File: config.mk
export PLATFORM = sky130hd
export DESIGN_NAME = decimal_bcd_arith_unit
export DESIGN_NICKNAME = d
export VERILOG_FILES = /design/src/design/dba_pkg.sv /design/src/design/dba_bcd_adder.sv /design/src/design/dba_datapath.sv /design/src/design/dba_ctrl.sv /design/src/design/decimal_bcd_arith_unit.sv
export SDC_FILE = /design/constraint.sdc
export NUM_CORES = 2
export LEC_CHECK = 0
export ABC_AREA = 1
export ABC_CLOCK_PERIOD_IN_PS = 25800
export BUFFER_PORTS_ARGS = -buffer_cell sky130_fd_sc_hd__clkbuf_2
export CORE_UTILIZATION = 55
export CTS_BUF_LIST = sky130_fd_sc_hd__clkbuf_2
export DETAILED_ROUTE_END_ITERATION = 8
export PLACE_DENSITY = 0.71
export SYNTH_ARGS = -nofsm -noshare
export SYNTH_HDL_FRONTEND = slang
export SYNTH_SLANG_ARGS = --single-unit
export TNS_END_PERCENT = 1
File: constraint.sdc
create_clock -name i_clk -period 25.8 [get_ports i_clk]
set_clock_uncertainty 0.1 [all_clocks]
set_input_delay 2.58 -clock i_clk [delete_from_list [all_inputs] [get_ports i_clk]]
set_output_delay 2.58 -clock i_clk [all_outputs]
set_load 0.02 [all_outputs]
File: src/design/dba_pkg.sv
`timescale 1ns / 1ps
// ----------------------------------------------------------------------------
// dba_pkg: shared types and constants of the decimal BCD arithmetic unit
// Operation, order and status codes, datapath commands, controller states.
// ----------------------------------------------------------------------------
package dba_pkg;

    localparam int LOW_W  = 64;           // 16 BCD digits
    localparam int UP_W   = 56;           // 14 BCD digits
    localparam int RAW_W  = LOW_W + UP_W; // 30 carried digits
    localparam int RAW_DIGITS = RAW_W / 4;

    localparam logic [2:0] OP_ADD = 3'd0;
    localparam logic [2:0] OP_SUB = 3'd1;
    localparam logic [2:0] OP_MUL = 3'd2;
    localparam logic [2:0] OP_DIV = 3'd3;

    localparam logic [1:0] ORD_EQ   = 2'd0;
    localparam logic [1:0] ORD_LESS = 2'd1;
    localparam logic [1:0] ORD_GT   = 2'd2;

    localparam logic [1:0] ST_OK   = 2'd0;
    localparam logic [1:0] ST_LOST = 2'd1;
    localparam logic [1:0] ST_NEG  = 2'd2;
    localparam logic [1:0] ST_DIVZ = 2'd3;

    typedef enum logic [3:0] {
        CMD_NONE,
        CMD_LOAD,
        CMD_ADD,
        CMD_SUB,
        CMD_MUL_BUILD,
        CMD_MUL_CLR,
        CMD_MUL_ROW,
        CMD_MUL_DONE,
        CMD_DIV_ZERO,
        CMD_DIV_SHIFT,
        CMD_DIV_TRY
    } t_cmd;

    typedef struct packed {
        t_cmd       op;
        logic [3:0] idx;
    } t_dp_cmd;

    typedef struct packed {
        logic b_zero;
        logic div_more;
    } t_dp_stat;

    typedef enum logic [3:0] {
        S_IDLE,
        S_ADD,
        S_SUB,
        S_MBUILD,
        S_MCLR,
        S_MROW,
        S_MDONE,
        S_DCHK,
        S_DSHIFT,
        S_DTRY,
        S_DONE
    } t_state;

    // Read a nibble above 9 as the digit 9.
    function automatic logic [3:0] clamp_digit(input logic [3:0] nib);
        clamp_digit = (nib > 4'd9) ? 4'd9 : nib;
    endfunction

endpackage

File: src/design/dba_bcd_adder.sv
`timescale 1ns / 1ps
// ----------------------------------------------------------------------------
// dba_bcd_adder: packed-BCD adder and subtractor
// One binary add with +6 digit bias, then per-digit correction; subtract
// adds the nines complement with carry in, carry out then means x >= y.
// ----------------------------------------------------------------------------
module dba_bcd_adder #(
    parameter int N = 31
) (
    input  logic [4*N-1:0] i_x,
    input  logic [4*N-1:0] i_y,
    input  logic           i_sub,
    output logic [4*N-1:0] o_sum,
    output logic           o_cout
);

    logic [4*N-1:0] ye6;
    logic [4*N:0]   t;
    logic [4*N:0]   cv;

    always_comb begin
        for (int k = 0; k < N; k++) begin
            ye6[4*k +: 4] = (i_sub ? (4'd9 - i_y[4*k +: 4]) : i_y[4*k +: 4]) + 4'd6;
        end
        t  = {1'b0, i_x} + {1'b0, ye6} + (4*N+1)'(i_sub);
        // carry into each bit position
        cv = {1'b0, i_x} ^ {1'b0, ye6} ^ t;
        for (int k = 0; k < N; k++) begin
            o_sum[4*k +: 4] = cv[4*(k+1)] ? t[4*k +: 4] : (t[4*k +: 4] + 4'd10);
        end
        o_cout = cv[4*N];
    end

endmodule

File: src/design/dba_datapath.sv
`timescale 1ns / 1ps
// ----------------------------------------------------------------------------
// dba_datapath: operand, accumulator and result registers
// Shares one BCD adder across add, subtract, multiple build, product rows
// and trial subtraction of the long division.
// ----------------------------------------------------------------------------
module dba_datapath import dba_pkg::*; #(
    parameter int DIGITS = 30
) (
    input  logic              i_clk,
    input  t_dp_cmd           i_cmd,
    input  logic [UP_W-1:0]   i_a_upper,
    input  logic [LOW_W-1:0]  i_a_lower,
    input  logic [UP_W-1:0]   i_b_upper,
    input  logic [LOW_W-1:0]  i_b_lower,
    output t_dp_stat          o_stat,
    output logic [UP_W-1:0]   o_result_upper,
    output logic [LOW_W-1:0]  o_result_lower,
    output logic [1:0]        o_order,
    output logic [1:0]        o_status
);

    localparam int DW   = 4 * DIGITS;
    localparam int NW   = DW + 4;
    localparam int MAXD = (DIGITS > RAW_DIGITS) ? DIGITS : RAW_DIGITS;
    localparam int VW   = 4 * MAXD;

    logic [VW-1:0] a_ext, b_ext, res_vec;
    logic [DW-1:0] a_dig, b_dig;
    logic [1:0]    ld_order;

    logic [DW-1:0] r_a, n_a, r_b, n_b, r_l, n_l;
    logic [NW-1:0] r_h, n_h;
    logic [3:0]    r_q, n_q;
    logic [1:0]    r_order, n_order, r_status, n_status;
    logic [NW-1:0] r_mul [10];

    logic [NW-1:0] add_x, add_y, sum, mul_sel;
    logic          add_sub, cout;

    assign a_ext = VW'({i_a_upper, i_a_lower});
    assign b_ext = VW'({i_b_upper, i_b_lower});

    always_comb begin
        for (int k = 0; k < DIGITS; k++) begin
            a_dig[4*k +: 4] = clamp_digit(a_ext[4*k +: 4]);
            b_dig[4*k +: 4] = clamp_digit(b_ext[4*k +: 4]);
        end
    end

    assign ld_order = (a_dig == b_dig) ? ORD_EQ : ((a_dig < b_dig) ? ORD_LESS : ORD_GT);
    assign mul_sel  = (r_b[3:0] == 4'd0) ? '0 : r_mul[r_b[3:0]];

    dba_bcd_adder #(.N(DIGITS + 1)) u_add (
        .i_x    (add_x),
        .i_y    (add_y),
        .i_sub  (add_sub),
        .o_sum  (sum),
        .o_cout (cout)
    );

    always_comb begin
        add_x   = r_h;
        add_y   = {4'd0, r_b};
        add_sub = 1'b1;
        case (i_cmd.op)
            CMD_ADD: begin
                add_x   = {4'd0, r_a};
                add_sub = 1'b0;
            end
            CMD_SUB: begin
                add_x = {4'd0, r_a};
            end
            CMD_MUL_BUILD: begin
                add_y   = {4'd0, r_a};
                add_sub = 1'b0;
            end
            CMD_MUL_ROW: begin
                add_y   = mul_sel;
                add_sub = 1'b0;
            end
            default: ;
        endcase
    end

    assign o_stat.b_zero   = (r_b == '0);
    assign o_stat.div_more = cout && (r_q != 4'd9);

    always_comb begin
        n_a      = r_a;
        n_b      = r_b;
        n_h      = r_h;
        n_l      = r_l;
        n_q      = r_q;
        n_order  = r_order;
        n_status = r_status;
        unique case (i_cmd.op)
            CMD_LOAD: begin
                n_a      = a_dig;
                n_b      = b_dig;
                n_h      = '0;
                n_l      = '0;
                n_order  = ld_order;
                n_status = ST_OK;
            end
            CMD_ADD: begin
                n_l      = sum[DW-1:0];
                n_status = (sum[NW-1:DW] != 4'd0) ? ST_LOST : ST_OK;
            end
            CMD_SUB: begin
                if (r_order == ORD_LESS) begin
                    n_status = ST_NEG;
                end else begin
                    n_l = sum[DW-1:0];
                end
            end
            CMD_MUL_BUILD: n_h = sum;
            CMD_MUL_CLR:   n_h = '0;
            CMD_MUL_ROW: begin
                // retire the low digit of the row sum, advance to next multiplier digit
                n_l = {sum[3:0], r_l[DW-1:4]};
                n_h = {4'd0, sum[NW-1:4]};
                n_b = {4'd0, r_b[DW-1:4]};
            end
            CMD_MUL_DONE:  n_status = (r_h != '0) ? ST_LOST : ST_OK;
            CMD_DIV_ZERO:  n_status = ST_DIVZ;
            CMD_DIV_SHIFT: begin
                n_h = {r_h[DW-1:0], r_a[DW-1 -: 4]};
                n_a = {r_a[DW-5:0], 4'd0};
                n_q = 4'd0;
            end
            CMD_DIV_TRY: begin
                if (o_stat.div_more) begin
                    n_h = sum;
                    n_q = r_q + 4'd1;
                end else begin
                    n_l = {r_l[DW-5:0], r_q};
                end
            end
            default: ;
        endcase
    end

    always_ff @(posedge i_clk) begin
        r_a      <= n_a;
        r_b      <= n_b;
        r_h      <= n_h;
        r_l      <= n_l;
        r_q      <= n_q;
        r_order  <= n_order;
        r_status <= n_status;
        if (i_cmd.op == CMD_MUL_BUILD) begin
            r_mul[i_cmd.idx] <= sum;
        end
    end

    assign res_vec        = VW'(r_l);
    assign o_result_lower = res_vec[LOW_W-1:0];
    assign o_result_upper = res_vec[RAW_W-1:LOW_W];
    assign o_order        = r_order;
    assign o_status       = r_status;

endmodule

File: src/design/dba_ctrl.sv
`timescale 1ns / 1ps
// ----------------------------------------------------------------------------
// dba_ctrl: sequencer of the decimal BCD arithmetic unit
// Steps the datapath through each operation and hands the result over.
// ----------------------------------------------------------------------------
module dba_ctrl import dba_pkg::*; #(
    parameter int DIGITS = 30
) (
    input  logic       i_clk,
    input  logic       i_rst_n,
    input  logic       i_valid,
    input  logic [2:0] i_operation,
    input  logic       i_out_free,
    input  t_dp_stat   i_stat,
    output logic       o_busy,
    output logic       o_out_load,
    output t_dp_cmd    o_cmd
);

    localparam int CW = $clog2(DIGITS);

    t_state        r_state, n_state;
    logic [CW-1:0] r_cnt, n_cnt;

    always_ff @(posedge i_clk) begin
        if (!i_rst_n) begin
            r_state <= S_IDLE;
            r_cnt   <= '0;
        end else begin
            r_state <= n_state;
            r_cnt   <= n_cnt;
        end
    end

    always_comb begin
        n_state    = r_state;
        n_cnt      = r_cnt;
        o_cmd.op   = CMD_NONE;
        o_cmd.idx  = r_cnt[3:0];
        o_out_load = 1'b0;
        o_busy     = (r_state != S_IDLE);
        unique case (r_state)
            S_IDLE: begin
                if (i_valid) begin
                    o_cmd.op = CMD_LOAD;
                    n_cnt    = CW'(1);
                    case (i_operation)
                        OP_ADD:  n_state = S_ADD;
                        OP_SUB:  n_state = S_SUB;
                        OP_MUL:  n_state = S_MBUILD;
                        OP_DIV:  n_state = S_DCHK;
                        default: n_state = S_DONE;
                    endcase
                end
            end
            S_ADD: begin
                o_cmd.op = CMD_ADD;
                n_state  = S_DONE;
            end
            S_SUB: begin
                o_cmd.op = CMD_SUB;
                n_state  = S_DONE;
            end
            S_MBUILD: begin
                // one multiple of a per cycle, 1a through 9a
                o_cmd.op = CMD_MUL_BUILD;
                if (r_cnt == CW'(9)) begin
                    n_state = S_MCLR;
                end else begin
                    n_cnt = r_cnt + CW'(1);
                end
            end
            S_MCLR: begin
                o_cmd.op = CMD_MUL_CLR;
                n_cnt    = '0;
                n_state  = S_MROW;
            end
            S_MROW: begin
                o_cmd.op = CMD_MUL_ROW;
                if (r_cnt == CW'(DIGITS - 1)) begin
                    n_state = S_MDONE;
                end else begin
                    n_cnt = r_cnt + CW'(1);
                end
            end
            S_MDONE: begin
                o_cmd.op = CMD_MUL_DONE;
                n_state  = S_DONE;
            end
            S_DCHK: begin
                if (i_stat.b_zero) begin
                    o_cmd.op = CMD_DIV_ZERO;
                    n_state  = S_DONE;
                end else begin
                    n_cnt   = CW'(DIGITS - 1);
                    n_state = S_DSHIFT;
                end
            end
            S_DSHIFT: begin
                o_cmd.op = CMD_DIV_SHIFT;
                n_state  = S_DTRY;
            end
            S_DTRY: begin
                o_cmd.op = CMD_DIV_TRY;
                if (!i_stat.div_more) begin
                    if (r_cnt == '0) begin
                        n_state = S_DONE;
                    end else begin
                        n_cnt   = r_cnt - CW'(1);
                        n_state = S_DSHIFT;
                    end
                end
            end
            S_DONE: begin
                // hold until the output register can take the result
                o_out_load = i_out_free;
                if (i_out_free) begin
                    n_state = S_IDLE;
                end
            end
            default: n_state = S_IDLE;
        endcase
    end

endmodule

File: src/design/decimal_bcd_arith_unit.sv
`timescale 1ns / 1ps
// ----------------------------------------------------------------------------
// decimal_bcd_arith_unit: unsigned packed-BCD add, subtract, multiply, divide
// Top level: sequencer, datapath and result output register.
// ----------------------------------------------------------------------------
// One item is worked on at a time; the input is stalled from acceptance until
// the result has moved into the output register, which then waits for its
// transfer while the next item runs. Codes other than add, subtract,
// multiply and divide only load the operands and report their order.
// Multiply builds the multiples 1a..9a in the shared BCD adder, then adds
// one product row per multiplier digit. Divide does, per quotient digit,
// one shift and q + 1 trial subtractions; a zero divisor ends with the
// divide-by-zero status. Nibbles above 9 read as 9.
// ----------------------------------------------------------------------------
module decimal_bcd_arith_unit import dba_pkg::*; #(
    parameter int DIGITS = 30
) (
    input  logic              i_clk,
    input  logic              i_rst_n,
    input  logic              i_valid,
    output logic              o_stall,
    input  logic [2:0]        i_operation,
    input  logic [UP_W-1:0]   i_a_upper,
    input  logic [LOW_W-1:0]  i_a_lower,
    input  logic [UP_W-1:0]   i_b_upper,
    input  logic [LOW_W-1:0]  i_b_lower,
    output logic              o_valid,
    input  logic              i_stall,
    output logic [UP_W-1:0]   o_result_upper,
    output logic [LOW_W-1:0]  o_result_lower,
    output logic [1:0]        o_order,
    output logic [1:0]        o_status
);

    t_dp_cmd          cmd;
    t_dp_stat         stat;
    logic             busy, out_load, out_free;
    logic [UP_W-1:0]  dp_upper;
    logic [LOW_W-1:0] dp_lower;
    logic [1:0]       dp_order, dp_status;

    logic             r_ovalid;
    logic [UP_W-1:0]  r_upper;
    logic [LOW_W-1:0] r_lower;
    logic [1:0]       r_order, r_status;

    assign out_free = !r_ovalid || !i_stall;

    dba_ctrl #(.DIGITS(DIGITS)) u_ctrl (
        .i_clk       (i_clk),
        .i_rst_n     (i_rst_n),
        .i_valid     (i_valid),
        .i_operation (i_operation),
        .i_out_free  (out_free),
        .i_stat      (stat),
        .o_busy      (busy),
        .o_out_load  (out_load),
        .o_cmd       (cmd)
    );

    dba_datapath #(.DIGITS(DIGITS)) u_dp (
        .i_clk          (i_clk),
        .i_cmd          (cmd),
        .i_a_upper      (i_a_upper),
        .i_a_lower      (i_a_lower),
        .i_b_upper      (i_b_upper),
        .i_b_lower      (i_b_lower),
        .o_stat         (stat),
        .o_result_upper (dp_upper),
        .o_result_lower (dp_lower),
        .o_order        (dp_order),
        .o_status       (dp_status)
    );

    always_ff @(posedge i_clk) begin
        if (!i_rst_n) begin
            r_ovalid <= 1'b0;
        end else if (out_load) begin
            r_ovalid <= 1'b1;
        end else if (!i_stall) begin
            r_ovalid <= 1'b0;
        end
    end

    always_ff @(posedge i_clk) begin
        if (out_load) begin
            r_upper  <= dp_upper;
            r_lower  <= dp_lower;
            r_order  <= dp_order;
            r_status <= dp_status;
        end
    end

    assign o_stall        = busy;
    assign o_valid        = r_ovalid;
    assign o_result_upper = r_upper;
    assign o_result_lower = r_lower;
    assign o_order        = r_order;
    assign o_status       = r_status;

endmodule

* Word-level counts from Yosys, hierarchy flattened *
Memory sizes are Yosys's and may differ from the RTL's. A register that Yosys moved wholly into a read port is not among the register bits.
Index checks and enable logic that the tools add are counted.

operators by class
  divide/modulo/power cells = 0
  eq/ne operators = 42
  shift operators = 0
  bitwise gates (word level) = 2
  reductions and logical operators = 29
  multipliers = 0
  add/subtract/negate cells = 98
  order comparisons = 61
  mux-type cells = 165

operators with widths
  cell                   count
  $pmux W124 S5          1
  $pmux W120 S5          1
  $mux W4                130
  $pmux W120 S2          2
  $mux W124              3
  $pmux W124 S2          1
  $gt A4 B4 Y1 const B   60
  $mux W120              2
  $add A124 B124 Y125    1
  $add A125 B1 Y125      1
  $xor A124 B125 Y125    1
  $add A4 B3 Y4 const B  31
  $add A4 B4 Y4 const B  31
  $reduce_bool A124 Y1   1
  $sub A4 B4 Y4 const A  31
  $xor A124 B124 Y124    1
  $eq A120 B120 Y1       1
  $logic_not A120 Y1     1
  $lt A120 B120 Y1       1
  $pmux W4 S10           1
  $pmux W4 S9            1
  $eq A4 B3 Y1 const B   8
  $mux W5                6
  $pmux W5 S6            1
  35 further kinds       79

storage, ports and cells
  bits in registers = 626
  input port bits = 247
  bits in writable memories = 1240
  bits in latches = 0
  output and inout bits = 126
  memory bits (read-only) = 0
  memories = 1

memory list
  memory      depth  bits a word  rd ports  clocked after Yosys merged registers in  wr ports  RTL line            source
  u_dp.r_mul  10     124          1         1                                        1         dba_datapath.sv:36  logic [NW-1:0] r_mul [10];

* Depth between registers and ports, before layout *
  depth in word-level cells = 15
  mapped depth = 42

* Cells and area by module *
From an unflattened synthesis, not the netlist that was laid out.

second synthesis, totals
  cells, all modules = 11063
  area, all modules = 100825.4 µm²

by module, submodules not included
  module                  cells each  instances  area each (µm²)
  dba_datapath            7273        1          78590.4
  dba_bcd_adder           3494        1          17494.3
  decimal_bcd_arith_unit  129         1          3766.1
  dba_ctrl                167         1          974.7

* Worst setup path before layout *
OpenSTA, ideal clock, no wires.

  path kind = reg2reg
  start = register u_ctrl.r_state[3]
  end = memory u_dp.r_mul[9][0] (netlist name), enable pin
  arrival = 9658 ps
  cell stages (with the launch flop) = 9
  slack = 15282 ps
  data required time = 24940 ps
  setup time = 760 ps
  cells stage by stage = dfxtp_1 -> nor2_1 -> inv_2 -> nor2_2 -> inv_2 -> clkbuf_1 -> clkbuf_1 -> clkbuf_1 -> nor3_1

on the way
  cells in the longest elaborated chain, start to end = 5
  elaborated cells on any way between the ends = 14

RTL lines
  what                                        RTL line             source
  from (decl)                                 dba_ctrl.sv:22       t_state r_state, n_state;
  from (signal assigned)                      dba_ctrl.sv:30       r_state <= n_state;
  $eq A4 B4 Y1, or another cell as far along  dba_ctrl.sv:42       unique case (r_state)
  $pmux W4 S10 *                              dba_ctrl.sv:42
  $eq A4 B3 Y1 *                              dba_datapath.sv:152  if (i_cmd.op == CMD_MUL_BUILD) begin
  $mux W1 *                                   dba_datapath.sv:152
  $mux W1 (implied by the code) *             dba_datapath.sv:153  r_mul[i_cmd.idx] <= sum;
  to (decl)                                   dba_datapath.sv:36

Mark *: on every way between the ends. The rest lies on a longest branch, timed or not.

==> results.md <==
- Post-route ant nets: 0
- Post-synth EDFFs: ~1,900
- First-pass GRT wire length: about 520,000 um
- Cell accounting for the most synthesized area: edfxtp_1
- Total number of vias: about 80,000
- DP HPWL: 260,000 um
- Asr flop ratio synth: 0%
- Slew Limit Fails: 14
- Core Rows: between 150 and 200
- Clk buf depth: 4
- Least-Margin Pin Slew: about 1.5 ns
- Worst setup SP type: flop
- DRC: 0
- Nets: between 10,000 and 15,000
- Worst-path fanout max: between 100 and 150
- Top delay family on crit path: buffers and inverters
- Die span in y: between 400 and 500 um
- Final period util: between 30% and 40%
- Chip width: around 420 um
- Detailed Route WL: around 370,000 um
- Reg clk slew, reported paths: ~0.11 ns
- Core area: approximately 0.17 mm2
- Fin crit period: between 9 and 10 ns
- Final Hold Fails: 0
- # IOs: between 300 and 400
- Num CTS Buffers: roughly 470
- Final instance area: around 0.11 mm2
- Gr ovfl total: 0
- Share of layout cells above drive strength 1: between 10 and 15%
- Initial Util: a little under three fifths
- TritonCTS Sinks: around 1,900
- Via density: 6.313
- Buffers and inverters on the worst path: 7
- Maximum number of pins on one net before global-route repair: ~180
- Worst path max stage delay: 0.74 ns
- Clock latency on the worst-skew pair: a little over 2 ns
- Die ar.: approximately 0.18 mm2
- Hold Path Cell Cnt: 2
- Gr usage total: about two fifths
- Max frequency: roughly 100 MHz
- Root buf cell: clkbuf_2
- # setup viols final: 0
- Syn Area/Cell: ~10 um2
- Mapped Area: around 0.097 mm2
- Status: complete, but fails checks
- Post-synthesis sequential area ratio: between 50% and 60%
- Pre-antenna DRT Iters: 7
- Initial DRC Count: approximately 12,000
- FF-to-FF path depth: 28
- Setup TNS Final: 0 ns
- PortBufs: around 370
- Setup Fix Bufs, Post-CTS: 0
- Violated checks: max-capacitance violations, max-slew violations
- Routability congestion estimate from global placement: 1.061
- DP Area: 0.1015 mm2
- Hold_buf cts: 0
- CTS tree: yes
- Synth Warn #: 0
- WP data required: around 27 ns
- Hold crit path type: flop to flop
- Max-slew headroom: -3.233%
- Synth area leaders: edfxtp_1 (57%), o21ai_0 (6.3%), nand2_1 (5.5%), nor2_1 (4.6%), ha_1 (4.4%)
- Area delta synth->final: 8.899%
- Yosys top cell area share: approximately 57%
- Syn_nets: ~10,000
- Max stage delay cell, worst path: buf_4
- Max-cap violations: 1
- Initial antenna violation count: 21
- Post-synthesis cell type count: between 70 and 80
- Htree depth: 5
- Critical Path Stages: 28
- Vias in the first global route: around 78,000
- Cells after synthesis: between 9,000 and 10,000
- CP Class: flop to flop
- RSZ-0062 raised after global routing: false
- Critical path arrival: around 11 ns
- Flops & latches, synth: about 1,900
- WL per Instance: about 28 um
- CTS-repair resized insts: 0
- Crit end category: flop
- Main synth FF type: edfxtp_1
==> flip-flops by register name, summed over array words and instances, names as in the netlist, named ones only <==
signal	flops
u_dp.r_a	120
u_ctrl.r_cnt	5
o_status	2
o_result_lower	64
u_dp.o_order	2
u_dp.r_b	120
u_dp.o_status	2
o_valid	1
u_dp.r_mul	1240
o_order	2
o_result_upper	56
u_ctrl.r_state	4
u_dp.r_q	4
u_dp.r_h	124
u_dp.r_l	120
==> cell families (layout without fill, tap and decap cells) <==
kind of cell | Yosys count | in the layout | share of synthesized area (%)
AND/OR/NAND/NOR | 3283 | 3283 | 14.03
AO/OA/AOI/OAI | 2431 | 2431 | 15.16
flip-flops | 1870 | 1870 | 57.76
buffers and inverters | 1631 | 2469 | 6.326
adder cells (fa/ha/maj) | 342 | 342 | 4.428
XOR/XNOR | 235 | 235 | 2.281
multiplexers | 2 | 2 | 0.02322
other | 0 | 10 | 0
==> synth_stat cells, types with 6 or more instances <==
library cell,count
edfxtp_1,1856
nand2_1,1428
o21ai_0,1227
nor2_1,1177
inv_1,1126
clkbuf_1,405
o221ai_1,401
nand3_1,373
a21oi_1,365
ha_1,340
xor2_1,121
o211ai_1,105
xnor2_1,98
o22ai_1,84
buf_1,72
nand4_1,63
or2_2,62
a31oi_1,61
nor4_1,59
o21a_1,47
nor3_1,45
nand2_2,27
o21bai_1,23
a21o_1,20
a211oi_1,19
o21ai_1,18
inv_2,16
dfxtp_1,14
buf_2,10
nand2_4,10
xor2_2,10
a21oi_2,8
and2_1,7
a221oi_1,6
a22oi_1,6
nor2_2,6
==> through the flow <==
step / std cells / hold WS (ns) / util (%) / setup WS (ns)
final: 12970 / 0.2763 / 60.49 / 15.81
after global routing: 12960 / 0.2750 / 60.49 / 15.32
after CTS: 12960 / 0.2345 / 60.47 / 15.97
after detailed placement: 12170 / 0.3338 / 58.13 / 16.20
after global placement: 12170 / 0.3328 / 58.13 / 16.25
after floorplan: 9794 / 0.3003 / - / 15.28
==> worst register-to-register path: cells and delay by family (launching register included) <==
kind                       cells  cell delay, ns
AOI/OAI and AO/OA             10            2.33
xor gates and xnor gates       2            0.26
adders and majority gates      3            0.90
buffers and inverters          7            4.23
DFF                            1            0.52
and+or+nand+nor                6            1.12
==> worst paths after layout <==
kind                                              from                      to  slack [ns]
worst max register to register                    flop  u_dp.r_l[37]$_DFFE_PP_       15.81
worst max-delay path                              flop  u_dp.r_l[37]$_DFFE_PP_       15.81
worst min-delay path            u_dp.r_h[41]$_DFFE_PP_  u_dp.r_h[45]$_DFFE_PP_        0.28
worst min register to register  u_dp.r_h[41]$_DFFE_PP_  u_dp.r_h[45]$_DFFE_PP_        0.28
==> metal layers <==
metal | wire [um] | share of wire (%) | up-vias | global-route usage (%)
li1 | - | - | 35830 | -
met1 | 145800 | 39 | 39590 | 56.60
met2 | 157900 | 43 | 5585 | 58.64
met3 | 47890 | 13 | 846 | 11.12
met4 | 17600 | 4.8 | 14 | 18.30
met5 | 95 | 0.026 | - | 0
==> area by class of cell <==
| class | count | area (um2) |
|---|---|---|
| Multi-Input combinational cell | 6293 | 35090 |
| Antenna cell | 10 | 25.02 |
| Inverter | 1144 | 4334 |
| Fill cell | 14980 | 68980 |
| Clock buffer | 678 | 3393 |
| Tap cell | 2325 | 2909 |
| Clock inverter | 114 | 704.4 |
| Sequential cell | 1870 | 56030 |
| Timing Repair Buffer | 533 | 3120 |
==> layout by cell type (no fill, tap or decap), drive strengths merged, types with 5 or more instances in the layout <==
master     n
buf      161
nand4     63
nor4      60
xor2     134
and2       8
o21a      47
nor2    1185
a31oi     62
nand3    377
o211ai   106
inv     1146
nand2   1465
ha       340
o221ai   401
or2       66
a221oi     6
nor3      46
a22oi      6
edfxtp  1856
o21ai   1254
a211oi    20
a21o      21
clkbuf  1050
bufinv     9
diode     10
o22ai     84
clkinv   101
dfxtp     14
o21bai    24
a21oi    377
xnor2    101
and3       5
a21boi     7
Power is not shown: default switching activity piles up to over one toggle a cycle in this logic, so the estimate is an artifact.
